<file path="config.mk">
export PLATFORM = sky130hd
export DESIGN_NAME = circular_list_engine_unit
export DESIGN_NICKNAME = d
export VERILOG_FILES = /design/src/rtl/cle_pkg.sv /design/src/rtl/cle_store.sv /design/src/rtl/circular_list_engine_unit.sv
export SDC_FILE = /design/constraint.sdc
export NUM_CORES = 1
export LEC_CHECK = 0
export BUFFER_PORTS_ARGS = -buffer_cell sky130_fd_sc_hd__buf_2
export CORE_ASPECT_RATIO = 0.7
export CORE_UTILIZATION = 33
export DETAILED_ROUTE_END_ITERATION = 7
export PLACE_DENSITY = 0.55
export RECOVER_POWER = 25
export REMOVE_ABC_BUFFERS = 1
export SLEW_MARGIN = 20
export SYNTH_ARGS = -nofsm -noshare
export SYNTH_HDL_FRONTEND = slang
export SYNTH_SLANG_ARGS = --single-unit
export TNS_END_PERCENT = 30
</file>
<file path="constraint.sdc">
create_clock -name clk -period 4.1 [get_ports clk]
set_clock_uncertainty 0.2 [all_clocks]
set_input_delay 0.82 -clock clk [delete_from_list [all_inputs] [get_ports clk]]
set_output_delay 0.82 -clock clk [all_outputs]
set_load 0.1 [all_outputs]
</file>
<file path="src/rtl/cle_pkg.sv">
// Shared types and command codes for the circular list engine.
`default_nettype none

package cle_pkg;

  localparam int COMMAND_W = 2;
  localparam int VALUE_W   = 8;
  localparam int COUNT_W   = 5;
  localparam int WINDOW_W  = 8;

  localparam logic [COMMAND_W-1:0] CMD_INSERT = 2'd0;
  localparam logic [COMMAND_W-1:0] CMD_DELETE = 2'd1;
  localparam logic [COMMAND_W-1:0] CMD_ROTATE = 2'd2;
  localparam logic [COMMAND_W-1:0] CMD_QUERY  = 2'd3;

  typedef struct packed {
    logic [COMMAND_W-1:0] command;
    logic [VALUE_W-1:0]   value;
  } in_item_t;

  typedef struct packed {
    logic                found;
    logic                error;
    logic                is_empty;
    logic [COUNT_W-1:0]  item_count;
    logic [WINDOW_W-1:0] window_value;
  } out_item_t;

endpackage

`default_nettype wire

</file>
<file path="src/rtl/cle_store.sv">
// Item and link memories: one write port each, shared read address, registered read data.
`default_nettype none

module cle_store
  import cle_pkg::*;
#(
  parameter int DEPTH = 16,
  parameter int SW    = 4,
  parameter int IW    = 8
) (
  input  logic          clk,
  input  logic          item_we,
  input  logic [SW-1:0] item_waddr,
  input  logic [IW-1:0] item_wdata,
  input  logic          link_we,
  input  logic [SW-1:0] link_waddr,
  input  logic [SW-1:0] link_wdata,
  input  logic [SW-1:0] rd_addr,
  output logic [IW-1:0] item_rdata,
  output logic [SW-1:0] link_rdata
);

  logic [IW-1:0] item_mem [DEPTH];
  logic [SW-1:0] link_mem [DEPTH];

  always_ff @(posedge clk) begin
    if (item_we) begin
      item_mem[item_waddr] <= item_wdata;
    end
    item_rdata <= item_mem[rd_addr];
  end

  always_ff @(posedge clk) begin
    if (link_we) begin
      link_mem[link_waddr] <= link_wdata;
    end
    link_rdata <= link_mem[rd_addr];
  end

endmodule

`default_nettype wire

</file>
<file path="src/rtl/circular_list_engine_unit.sv">
// Circular list engine top level: command sequencer, free list and result register.
// From accept to result register: insert may pop the free list, then writes and links
// the item; delete unlinks and frees a slot; rotate reads the new window; errors and
// empty query go straight to the result. Next item is accepted the cycle after the
// result is loaded; a query reads one linked slot per cycle from the shared read port.
// Synchronous active-low reset empties the list at once; memories are not cleared.
`default_nettype none

module circular_list_engine_unit
  import cle_pkg::*;
#(
  parameter int CAPACITY  = 16,
  parameter int ITEM_BITS = 8
) (
  input  logic      clk,
  input  logic      rst_n,
  input  logic      in_valid,
  output logic      in_stall,
  input  in_item_t  in_data,
  output logic      out_valid,
  input  logic      out_stall,
  output out_item_t out_data
);

  localparam int SW = $clog2(CAPACITY);
  localparam int CW = $clog2(CAPACITY + 1);
  localparam logic [CW-1:0] CAP_C = CW'(CAPACITY);

  localparam logic [3:0] S_IDLE    = 4'd0;
  localparam logic [3:0] S_INS_POP = 4'd1;
  localparam logic [3:0] S_INS_W   = 4'd2;
  localparam logic [3:0] S_INS_L   = 4'd3;
  localparam logic [3:0] S_DEL_A   = 4'd4;
  localparam logic [3:0] S_DEL_B   = 4'd5;
  localparam logic [3:0] S_ROT_A   = 4'd6;
  localparam logic [3:0] S_ROT_B   = 4'd7;
  localparam logic [3:0] S_QRY     = 4'd8;
  localparam logic [3:0] S_RESP    = 4'd9;

  logic [3:0]           state_r, state_nxt;
  logic [ITEM_BITS-1:0] val_r, val_nxt;
  logic [ITEM_BITS-1:0] win_r, win_nxt;
  logic [SW-1:0]        slot_r, slot_nxt;
  logic [SW-1:0]        cursor_r, cursor_nxt;
  logic [SW-1:0]        nxt_r, nxt_nxt;
  logic [SW-1:0]        fhead_r, fhead_nxt;
  logic [CW-1:0]        count_r, count_nxt;
  logic [CW-1:0]        fresh_r, fresh_nxt;
  logic [CW-1:0]        fcnt_r, fcnt_nxt;
  logic [CW-1:0]        left_r, left_nxt;
  logic                 found_r, found_nxt;
  logic                 err_r, err_nxt;
  logic                 out_valid_r, out_valid_nxt;
  out_item_t            out_data_r, out_data_nxt;

  logic                 item_we;
  logic                 link_we;
  logic [SW-1:0]        link_waddr;
  logic [SW-1:0]        link_wdata;
  logic [SW-1:0]        rd_addr;
  logic [ITEM_BITS-1:0] item_rdata;
  logic [SW-1:0]        link_rdata;
  logic [ITEM_BITS-1:0] in_val;

  assign in_val    = ITEM_BITS'(in_data.value);
  assign in_stall  = (state_r != S_IDLE);
  assign out_valid = out_valid_r;
  assign out_data  = out_data_r;

  cle_store #(
    .DEPTH (CAPACITY),
    .SW    (SW),
    .IW    (ITEM_BITS)
  ) u_store (
    .clk        (clk),
    .item_we    (item_we),
    .item_waddr (slot_r),
    .item_wdata (val_r),
    .link_we    (link_we),
    .link_waddr (link_waddr),
    .link_wdata (link_wdata),
    .rd_addr    (rd_addr),
    .item_rdata (item_rdata),
    .link_rdata (link_rdata)
  );

  always_comb begin
    state_nxt     = state_r;
    val_nxt       = val_r;
    win_nxt       = win_r;
    slot_nxt      = slot_r;
    cursor_nxt    = cursor_r;
    nxt_nxt       = nxt_r;
    fhead_nxt     = fhead_r;
    count_nxt     = count_r;
    fresh_nxt     = fresh_r;
    fcnt_nxt      = fcnt_r;
    left_nxt      = left_r;
    found_nxt     = found_r;
    err_nxt       = err_r;
    out_valid_nxt = out_valid_r && out_stall;
    out_data_nxt  = out_data_r;
    item_we       = 1'b0;
    link_we       = 1'b0;
    link_waddr    = cursor_r;
    link_wdata    = fhead_r;
    rd_addr       = cursor_r;

    case (state_r)
      S_IDLE: begin
        if (in_valid) begin
          val_nxt   = in_val;
          found_nxt = 1'b0;
          err_nxt   = 1'b0;
          case (in_data.command)
            CMD_INSERT: begin
              if (count_r == CAP_C) begin
                err_nxt   = 1'b1;
                state_nxt = S_RESP;
              end else if (fcnt_r != '0) begin
                rd_addr   = fhead_r;
                state_nxt = S_INS_POP;
              end else begin
                slot_nxt  = fresh_r[SW-1:0];
                fresh_nxt = fresh_r + 1'b1;
                state_nxt = S_INS_W;
              end
            end
            CMD_DELETE: begin
              if (count_r == '0) begin
                err_nxt   = 1'b1;
                state_nxt = S_RESP;
              end else if (count_r == CW'(1)) begin
                link_we    = 1'b1;
                link_waddr = cursor_r;
                link_wdata = fhead_r;
                fhead_nxt  = cursor_r;
                fcnt_nxt   = fcnt_r + 1'b1;
                count_nxt  = '0;
                win_nxt    = '0;
                state_nxt  = S_RESP;
              end else begin
                slot_nxt  = nxt_r;
                rd_addr   = nxt_r;
                state_nxt = S_DEL_A;
              end
            end
            CMD_ROTATE: begin
              if (count_r == '0) begin
                err_nxt   = 1'b1;
                state_nxt = S_RESP;
              end else begin
                cursor_nxt = nxt_r;
                rd_addr    = nxt_r;
                state_nxt  = S_ROT_A;
              end
            end
            default: begin
              if (count_r == '0) begin
                state_nxt = S_RESP;
              end else begin
                rd_addr   = cursor_r;
                left_nxt  = count_r;
                state_nxt = S_QRY;
              end
            end
          endcase
        end
      end
      S_INS_POP: begin
        slot_nxt  = fhead_r;
        fhead_nxt = link_rdata;
        fcnt_nxt  = fcnt_r - 1'b1;
        state_nxt = S_INS_W;
      end
      S_INS_W: begin
        item_we    = 1'b1;
        link_we    = 1'b1;
        link_waddr = slot_r;
        nxt_nxt    = slot_r;
        win_nxt    = val_r;
        count_nxt  = count_r + 1'b1;
        if (count_r == '0) begin
          link_wdata = slot_r;
          cursor_nxt = slot_r;
          state_nxt  = S_RESP;
        end else begin
          link_wdata = nxt_r;
          state_nxt  = S_INS_L;
        end
      end
      S_INS_L: begin
        link_we    = 1'b1;
        link_waddr = cursor_r;
        link_wdata = slot_r;
        state_nxt  = S_RESP;
      end
      S_DEL_A: begin
        link_we    = 1'b1;
        link_waddr = cursor_r;
        link_wdata = link_rdata;
        nxt_nxt    = link_rdata;
        rd_addr    = link_rdata;
        state_nxt  = S_DEL_B;
      end
      S_DEL_B: begin
        win_nxt    = item_rdata;
        link_we    = 1'b1;
        link_waddr = slot_r;
        link_wdata = fhead_r;
        fhead_nxt  = slot_r;
        fcnt_nxt   = fcnt_r + 1'b1;
        count_nxt  = count_r - 1'b1;
        state_nxt  = S_RESP;
      end
      S_ROT_A: begin
        nxt_nxt   = link_rdata;
        rd_addr   = link_rdata;
        state_nxt = S_ROT_B;
      end
      S_ROT_B: begin
        win_nxt   = item_rdata;
        state_nxt = S_RESP;
      end
      S_QRY: begin
        if (item_rdata == val_r) begin
          found_nxt = 1'b1;
          state_nxt = S_RESP;
        end else if (left_r == CW'(1)) begin
          state_nxt = S_RESP;
        end else begin
          left_nxt = left_r - 1'b1;
          rd_addr  = link_rdata;
        end
      end
      S_RESP: begin
        if (!out_valid_r || !out_stall) begin
          out_valid_nxt             = 1'b1;
          out_data_nxt.found        = found_r;
          out_data_nxt.error        = err_r;
          out_data_nxt.is_empty     = (count_r == '0);
          out_data_nxt.item_count   = COUNT_W'(count_r);
          out_data_nxt.window_value = (count_r == '0) ? '0 : WINDOW_W'(win_r);
          state_nxt                 = S_IDLE;
        end
      end
      default: begin
        state_nxt = S_IDLE;
      end
    endcase
  end

  always_ff @(posedge clk) begin
    if (!rst_n) begin
      state_r     <= S_IDLE;
      win_r       <= '0;
      cursor_r    <= '0;
      nxt_r       <= '0;
      fhead_r     <= '0;
      count_r     <= '0;
      fresh_r     <= '0;
      fcnt_r      <= '0;
      left_r      <= '0;
      found_r     <= 1'b0;
      err_r       <= 1'b0;
      out_valid_r <= 1'b0;
    end else begin
      state_r     <= state_nxt;
      win_r       <= win_nxt;
      cursor_r    <= cursor_nxt;
      nxt_r       <= nxt_nxt;
      fhead_r     <= fhead_nxt;
      count_r     <= count_nxt;
      fresh_r     <= fresh_nxt;
      fcnt_r      <= fcnt_nxt;
      left_r      <= left_nxt;
      found_r     <= found_nxt;
      err_r       <= err_nxt;
      out_valid_r <= out_valid_nxt;
    end
  end

  always_ff @(posedge clk) begin
    val_r      <= val_nxt;
    slot_r     <= slot_nxt;
    out_data_r <= out_data_nxt;
  end

`ifndef SYNTHESIS
  a_count_bound: assert property (@(posedge clk) disable iff (!rst_n)
    count_r <= CAP_C)
    else $error("stored count exceeds capacity");

  a_free_balance: assert property (@(posedge clk) disable iff (!rst_n)
    state_r == S_IDLE |-> (CW+1)'(count_r) + (CW+1)'(fcnt_r) == (CW+1)'(fresh_r))
    else $error("free list and stored count out of balance");

  a_accept_busy: assert property (@(posedge clk) disable iff (!rst_n)
    in_valid && !in_stall |=> state_r != S_IDLE)
    else $error("accepted item did not start work");

  a_query_left: assert property (@(posedge clk) disable iff (!rst_n)
    state_r == S_QRY |-> left_r != '0 && left_r <= count_r)
    else $error("query walk count out of range");
`endif

endmodule

`default_nettype wire

</file>
==> impl_results.md, run 1 <==
- Post-route core utilization: 0.392
- Number of DRC markers in iteration 0: 906
- Max-Cap Viols: 0
- Min Tclk post-route: 3.80 ns
- Fin Hold WS: 0.235 ns
- DRC: 0
- First-pass GRT wire length: 49800 µm
- Peak fanout along the critical path: 25
- Via count: 8670
- WS Path Type: register to register
- Synthesized flop and latch total: 278
- Post-synth EDFFs: 220
- Layout area overhead: 15.6%
- Worst hold start: err_r
- Rows: 58
- Cell variety after synth: 66
- Filler cells: 3490
- CTS Buf Count: 26
- Tot Pwr: 7570 µW
- CTS max path bufs: 3
- Reg clk slew, reported paths: 0.07 ns
- YS warnings: 0
- Num ports: 32
- Slew Viols, Final: 0
- CTS Hold Bufs: 0
- Total track usage: 0.171
- Sequential fraction of the synthesis area: 0.630
- Avg WL per Cell: 20.0 µm
- Initial antenna violation count: 0
- Post-Route WL: 32500 µm
- H-Tree Depth: 1
- Largest area contributor in the netlist: edfxtp_1
- Final Non-Filler Cells: 1622
- Worst slew pin tran: 0.940 ns
- Maximum vdd drop: 0.282 mV
- R2R depth: 12
- Clock Sinks: 278
- Number of global-route vias before repair: 8096
- CTS root buf: clkbuf_16
- DP HPWL: 21900 µm
- Die Area: 38100 µm²
- Die height: 164 µm
- RD Place Congestion: 0.861
- Hold Path Depth: 0
- Max Clock Freq: 263 MHz
- Status: complete, no violations
- RSZ-0062 raised after global routing: false
- Post-synthesis cell area: 12300 µm²
- Post-CTS resize count: 0
- Vias per cell: 5.35
- Crit end category: register
- Endpoints failing setup: 0
- Reg-to-reg startpoint: count_r[0]
- Final hold vios: 0
- Reg2reg end: u_store.item_rdata[5]
- Synthesized netlist cell count: 1062
- Drt pass-1 iters: 5
- Setup bufs post-CTS: 0
- Syn Area/Cell: 11.6 µm²
- Power Dens Cells: 531 nW/µm²
- FFs w/ async S/R, synth: 0
- CP Data Required Time: 4.33 ns
- Hold Crit Endpoint: out_data[14]
- P_leak: 0.00498 µW
- Type of origin of the critical path: register
- ANT nets after route: 0
- Top post-synthesis cells by area: edfxtp_1 (54%), dfxtp_1 (9.4%), nand2_1 (5.3%)
- Min-Delay Path Class: register to register
- Final period utilization: 0.928
- Port bufs: 31
- Setup_tns: 0 ns
- Share of the synthesized area in the top cell type: 0.536
- Clk_lat worst skew: 0.55 ns
- Post-layout net count: 1151
- Die width: 233 µm
- Arrival time at the worst endpoint: 4.03 ns
- Top_reg_cell synth: edfxtp_1
- Slew margin rel.: 0.373
- Largest net degree at the start of global routing: 45
- GRT overflow: 0
- # diodes: 0
- Total core area: 36400 µm²
- Ratio of cells with drive above 1 in the final layout: 0.151
- Worst R2R Setup Slack: 0.30 ns
- Initial Util: 0.339
- CTS tree: yes
- Inst Count DP: 1574
## logic make-up after synthesis
logic type,count (synthesis),share of synthesized area
XOR/XNOR,15,0.0107
buffers and inverters,88,0.0314
multiplexers,26,0.0224
AO/OA/AOI/OAI,276,0.155
flip-flops,278,0.630
AND/OR/NAND/NOR,364,0.135
adder cells (fa/ha/maj),15,0.0158
## critical path, stage by stage (launching register included)
cell,delay [ns]
dfxtp_1,0.44
inv_1,0.17
ha_1,0.33
and4bb_1,0.28
a211oi_2,0.37
a22oi_1,0.17
a21oi_1,0.33
o22ai_4,0.21
buf_4,0.28
a21oi_1,0.27
a311oi_1,0.11
buf_4,0.16
or3_1,0.33
## power by group
part	switching (µW)	internal (µW)	total [µW]
sequential	208	3280	3490
clock	1070	1510	2590
combinational	974	524	1500
total	2250	5320	7570
## layout by cell type, fill, tap and decap left out, types with 8 or more instances in the layout
master	count
buf_4	57
inv_1	18
o21ai_0	22
mux2_2	9
a21o_1	17
a311oi_1	13
a222oi_1	9
mux2i_1	13
o21a_1	8
nand3_1	20
clkbuf_1	15
buf_2	31
clkbuf_16	27
and2_1	8
a21oi_1	99
nand2b_1	10
nor2b_1	16
edfxtp_1	220
or3_1	18
nor3_1	14
ha_1	14
a32o_1	13
a211oi_1	12
o21ai_2	10
xor2_1	13
nand2_1	174
dfxtp_1	58
nor2_1	77
a31oi_1	19
o22a_1	10
## layer usage
metal / share of wire / up-vias / global-route usage
met5: 0 / - / 0
met4: 0.016 / 0 / 0.0401
met3: 0.065 / 34 / 0.0262
met2: 0.40 / 288 / 0.231
met1: 0.52 / 4281 / 0.279
li1: - / 4067 / -
## cell usage after synthesis, drive strengths merged, types with 3 or more instances
master	count
a21o	17
a21oi	100
edfxtp	220
inv	18
and3	3
o211ai	4
and2	8
o22ai	5
o21a	8
nand2	175
nand2b	10
nand3b	4
a31oi	19
buf	37
o221a	5
nor2	77
nor2b	16
a22oi	5
a311oi	13
xor2	13
a221oi	4
or3	18
clkbuf	32
a222oi	9
mux2i	13
a211oi	14
o21ai	34
nor3b	6
mux2	13
ha	14
o22a	11
nand3	20
dfxtp	58
nand4	3
nor3	18
a32o	13
a32oi	3
## flip-flops by register name, indices dropped and copies added, names as in the netlist, 5 cells and up
| register | cells |
|---|---|
| win_r | 8 |
| out_data | 16 |
| fcnt_r | 5 |
| count_r | 5 |
| u_store.item_mem | 128 |
| left_r | 5 |
| u_store.link_mem | 64 |
| u_store.item_rdata | 8 |
| val_r | 8 |
## stage by stage
step	setup slack (ns)	cell area (µm²)
after detailed placement	0.156	13400
final	0.295	14200
after CTS	0.312	14300
after floorplan	-2.17	12000
after global routing	0.0909	14200
after global placement	0.190	13400
## worst max-delay path by stage
stage / startpoint / end / slack [ns] / depth (start not counted)
after global placement: in_data[8] / u_store.item_rdata[5] / 0.19 / 14
final: count_r[0] / u_store.item_rdata[5] / 0.30 / 12
after global routing: count_r[0] / u_store.item_rdata[5] / 0.09 / 12
after detailed placement: in_data[8] / u_store.link_rdata[3] / 0.16 / 13
after CTS: count_r[0] / u_store.item_rdata[5] / 0.31 / 12
after floorplan: state_r[2] / u_store.item_rdata[0] / -2.17 / 9
## final cells by class
class	instances	area (µm²)	area share
inverter	19	72.6	0.00509
clock inverter	12	166	0.0117
tap	480	601	0.0422
clock buffer	36	739	0.0519
sequential	278	7770	0.545
multi-input combinational	696	4200	0.295
timing repair buffer	101	697	0.0489
Power figures use the tool's default switching activity.
==> run 2, diff against run 1 <==
--- a/config.mk
+++ b/config.mk
@@ -11,7 +11,6 @@
 export DETAILED_ROUTE_END_ITERATION = 7
 export PLACE_DENSITY = 0.55
 export RECOVER_POWER = 25
-export REMOVE_ABC_BUFFERS = 1
 export SLEW_MARGIN = 20
 export SYNTH_ARGS = -nofsm -noshare
 export SYNTH_HDL_FRONTEND = slang
==> impl_results.md, run 2 (synthesized netlist as in run 1, its figures left out) <==
- Endpoints failing setup: 0
- Port bufs: 31
- Layout area overhead: 15.6%
- RD Place Congestion: 0.882
- Initial antenna violation count: 1
- Final Non-Filler Cells: 1615
- Hold Path Depth: 1
- Via count: 8705
- Rows: 58
- Met2 usage: 0.233
- Vias per cell: 5.39
- Die height: 164 µm
- Status: complete, no violations
- Max Clock Freq: 265 MHz
- Die Area: 38100 µm²
- Worst slew pin tran: 0.980 ns
- GR Util met1: 0.292
- RSZ-0062 raised after global routing: false
- Clk_lat worst skew: 0.55 ns
- Min Tclk post-route: 3.78 ns
- Most common cell after layout, fill and taps aside: edfxtp_1
- Slew Viols, Final: 0
- Clock Sinks: 278
- Reg clk slew, reported paths: 0.06 ns
- Filler cells: 3470
- Post-Route WL: 33900 µm
- Arrival time at the worst endpoint: 4.07 ns
- Total core area: 36400 µm²
- Number of DRC markers in iteration 0: 900
- Power Dens Cells: 532 nW/µm²
- Top reg by flops: u_store.item_mem
- DRC: 0
- CP Data Required Time: 4.39 ns
- DP HPWL: 23300 µm
- R2R depth: 10
- H-Tree Depth: 1
- Syn nets: 1091
- Num ports: 32
- GRT overflow: 0
- Peak fanout along the critical path: 8
- Largest net degree at the start of global routing: 53
- Drt pass-1 iters: 7
- First-pass GRT wire length: 51500 µm
- Most frequent cells in the layout: edfxtp_1 (220), nand2_1 (174), a21oi_1 (99)
- Setup bufs post-CTS: 0
- Tot Pwr: 7580 µW
- CTS root buf: clkbuf_16
- Crit end category: register
- CTS Hold Bufs: 0
- Max reg flops: 128
- Min-Delay Path Class: input port to register
- Busiest grt layer: met1
- Met3 Use GR: 0.0482
- Total track usage: 0.180
- P_leak: 0.00497 µW
- Number of global-route vias before repair: 8124
- Ratio of cells with drive above 1 in the final layout: 0.141
- Maximum vdd drop: 0.326 mV
- Inst Count DP: 1566
- Fin Hold WS: 0.247 ns
- CTS max path bufs: 3
- Initial Util: 0.339
- CTS Buf Count: 26
- Max-Cap Viols: 0
- ANT nets after route: 0
- CTS tree: yes
- Final period utilization: 0.921
- Type of origin of the critical path: register
- WS Path Type: register to register
- Setup_tns: 0 ns
- Die width: 233 µm
- Slew margin rel.: 0.347
- Post-layout net count: 1143
- Post-route core utilization: 0.392
- Final hold vios: 0
- Avg WL per Cell: 21.0 µm
## run 2: cell count changes in the layout (fill, tap and decap cells not counted), moves of 2 or more
cell | previous run | this run
buf_4 | 57 | 43
buf_12 | 4 | 10
clkbuf_1 | 15 | 18
buf_2 | 31 | 29
clkinvlp_4 | 2 | 0
## run 2: layout make-up
cell class	instances	area [µm²]	area share
antenna	1	2.50	0.000176
clock buffer	37	722	0.0507
clock inverter	11	163	0.0114
inverter	19	72.6	0.00509
multi-input combinational	696	4210	0.295
sequential	278	7770	0.545
tap	480	601	0.0422
timing repair buffer	93	709	0.0498
## run 2: per-stage QoR
| stage | instance area [µm²] | setup WS, ns |
|---|---|---|
| 2_1_floorplan | 12300 | 0.497 |
| 3_3_place_gp | 13400 | 0.0793 |
| 3_5_place_dp | 13400 | 0.0905 |
| 4_1_cts | 14300 | 0.208 |
| 5_1_grt | 14200 | 0.0902 |
| 6_report | 14200 | 0.324 |
## run 2: worst paths after layout
path / start / end / slack, ns
max: val_r[2] / u_store.item_rdata[5] / 0.32
min: in_data[1] / val_r[1] / 0.25
max reg2reg: val_r[2] / u_store.item_rdata[5] / 0.32
min reg2reg: left_r[4] / left_r[4] / 0.26
## run 2: power by group
part	total (µW)	switching, µW	internal (µW)
clock	2510	1030	1480
sequential	3520	236	3280
combinational	1550	1010	542
total	7580	2280	5300
## run 2: critical path, cell delays in order, from the launching register on
cell and delay, ns:
edfxtp_1 0.47, xor2_1 0.22, nor4_2 0.51, a21oi_2 0.22, o211ai_1 0.54, a221oi_2 0.16
nor2_1 0.51, buf_12 0.22, o21ai_2 0.05, a31oi_1 0.42, or3_1 0.19
## run 2: layer usage
metal / up-vias / share of wire
met1: 4324 / 0.52
met4: 0 / 0.011
met5: - / 0
li1: 4053 / -
met3: 30 / 0.087
met2: 298 / 0.38
## run 2: timing repair
action,in CTS,in global routing
gates resized for setup,0,1
setup endpoints to repair,0,1
endpoints found under the hold margin,0,0
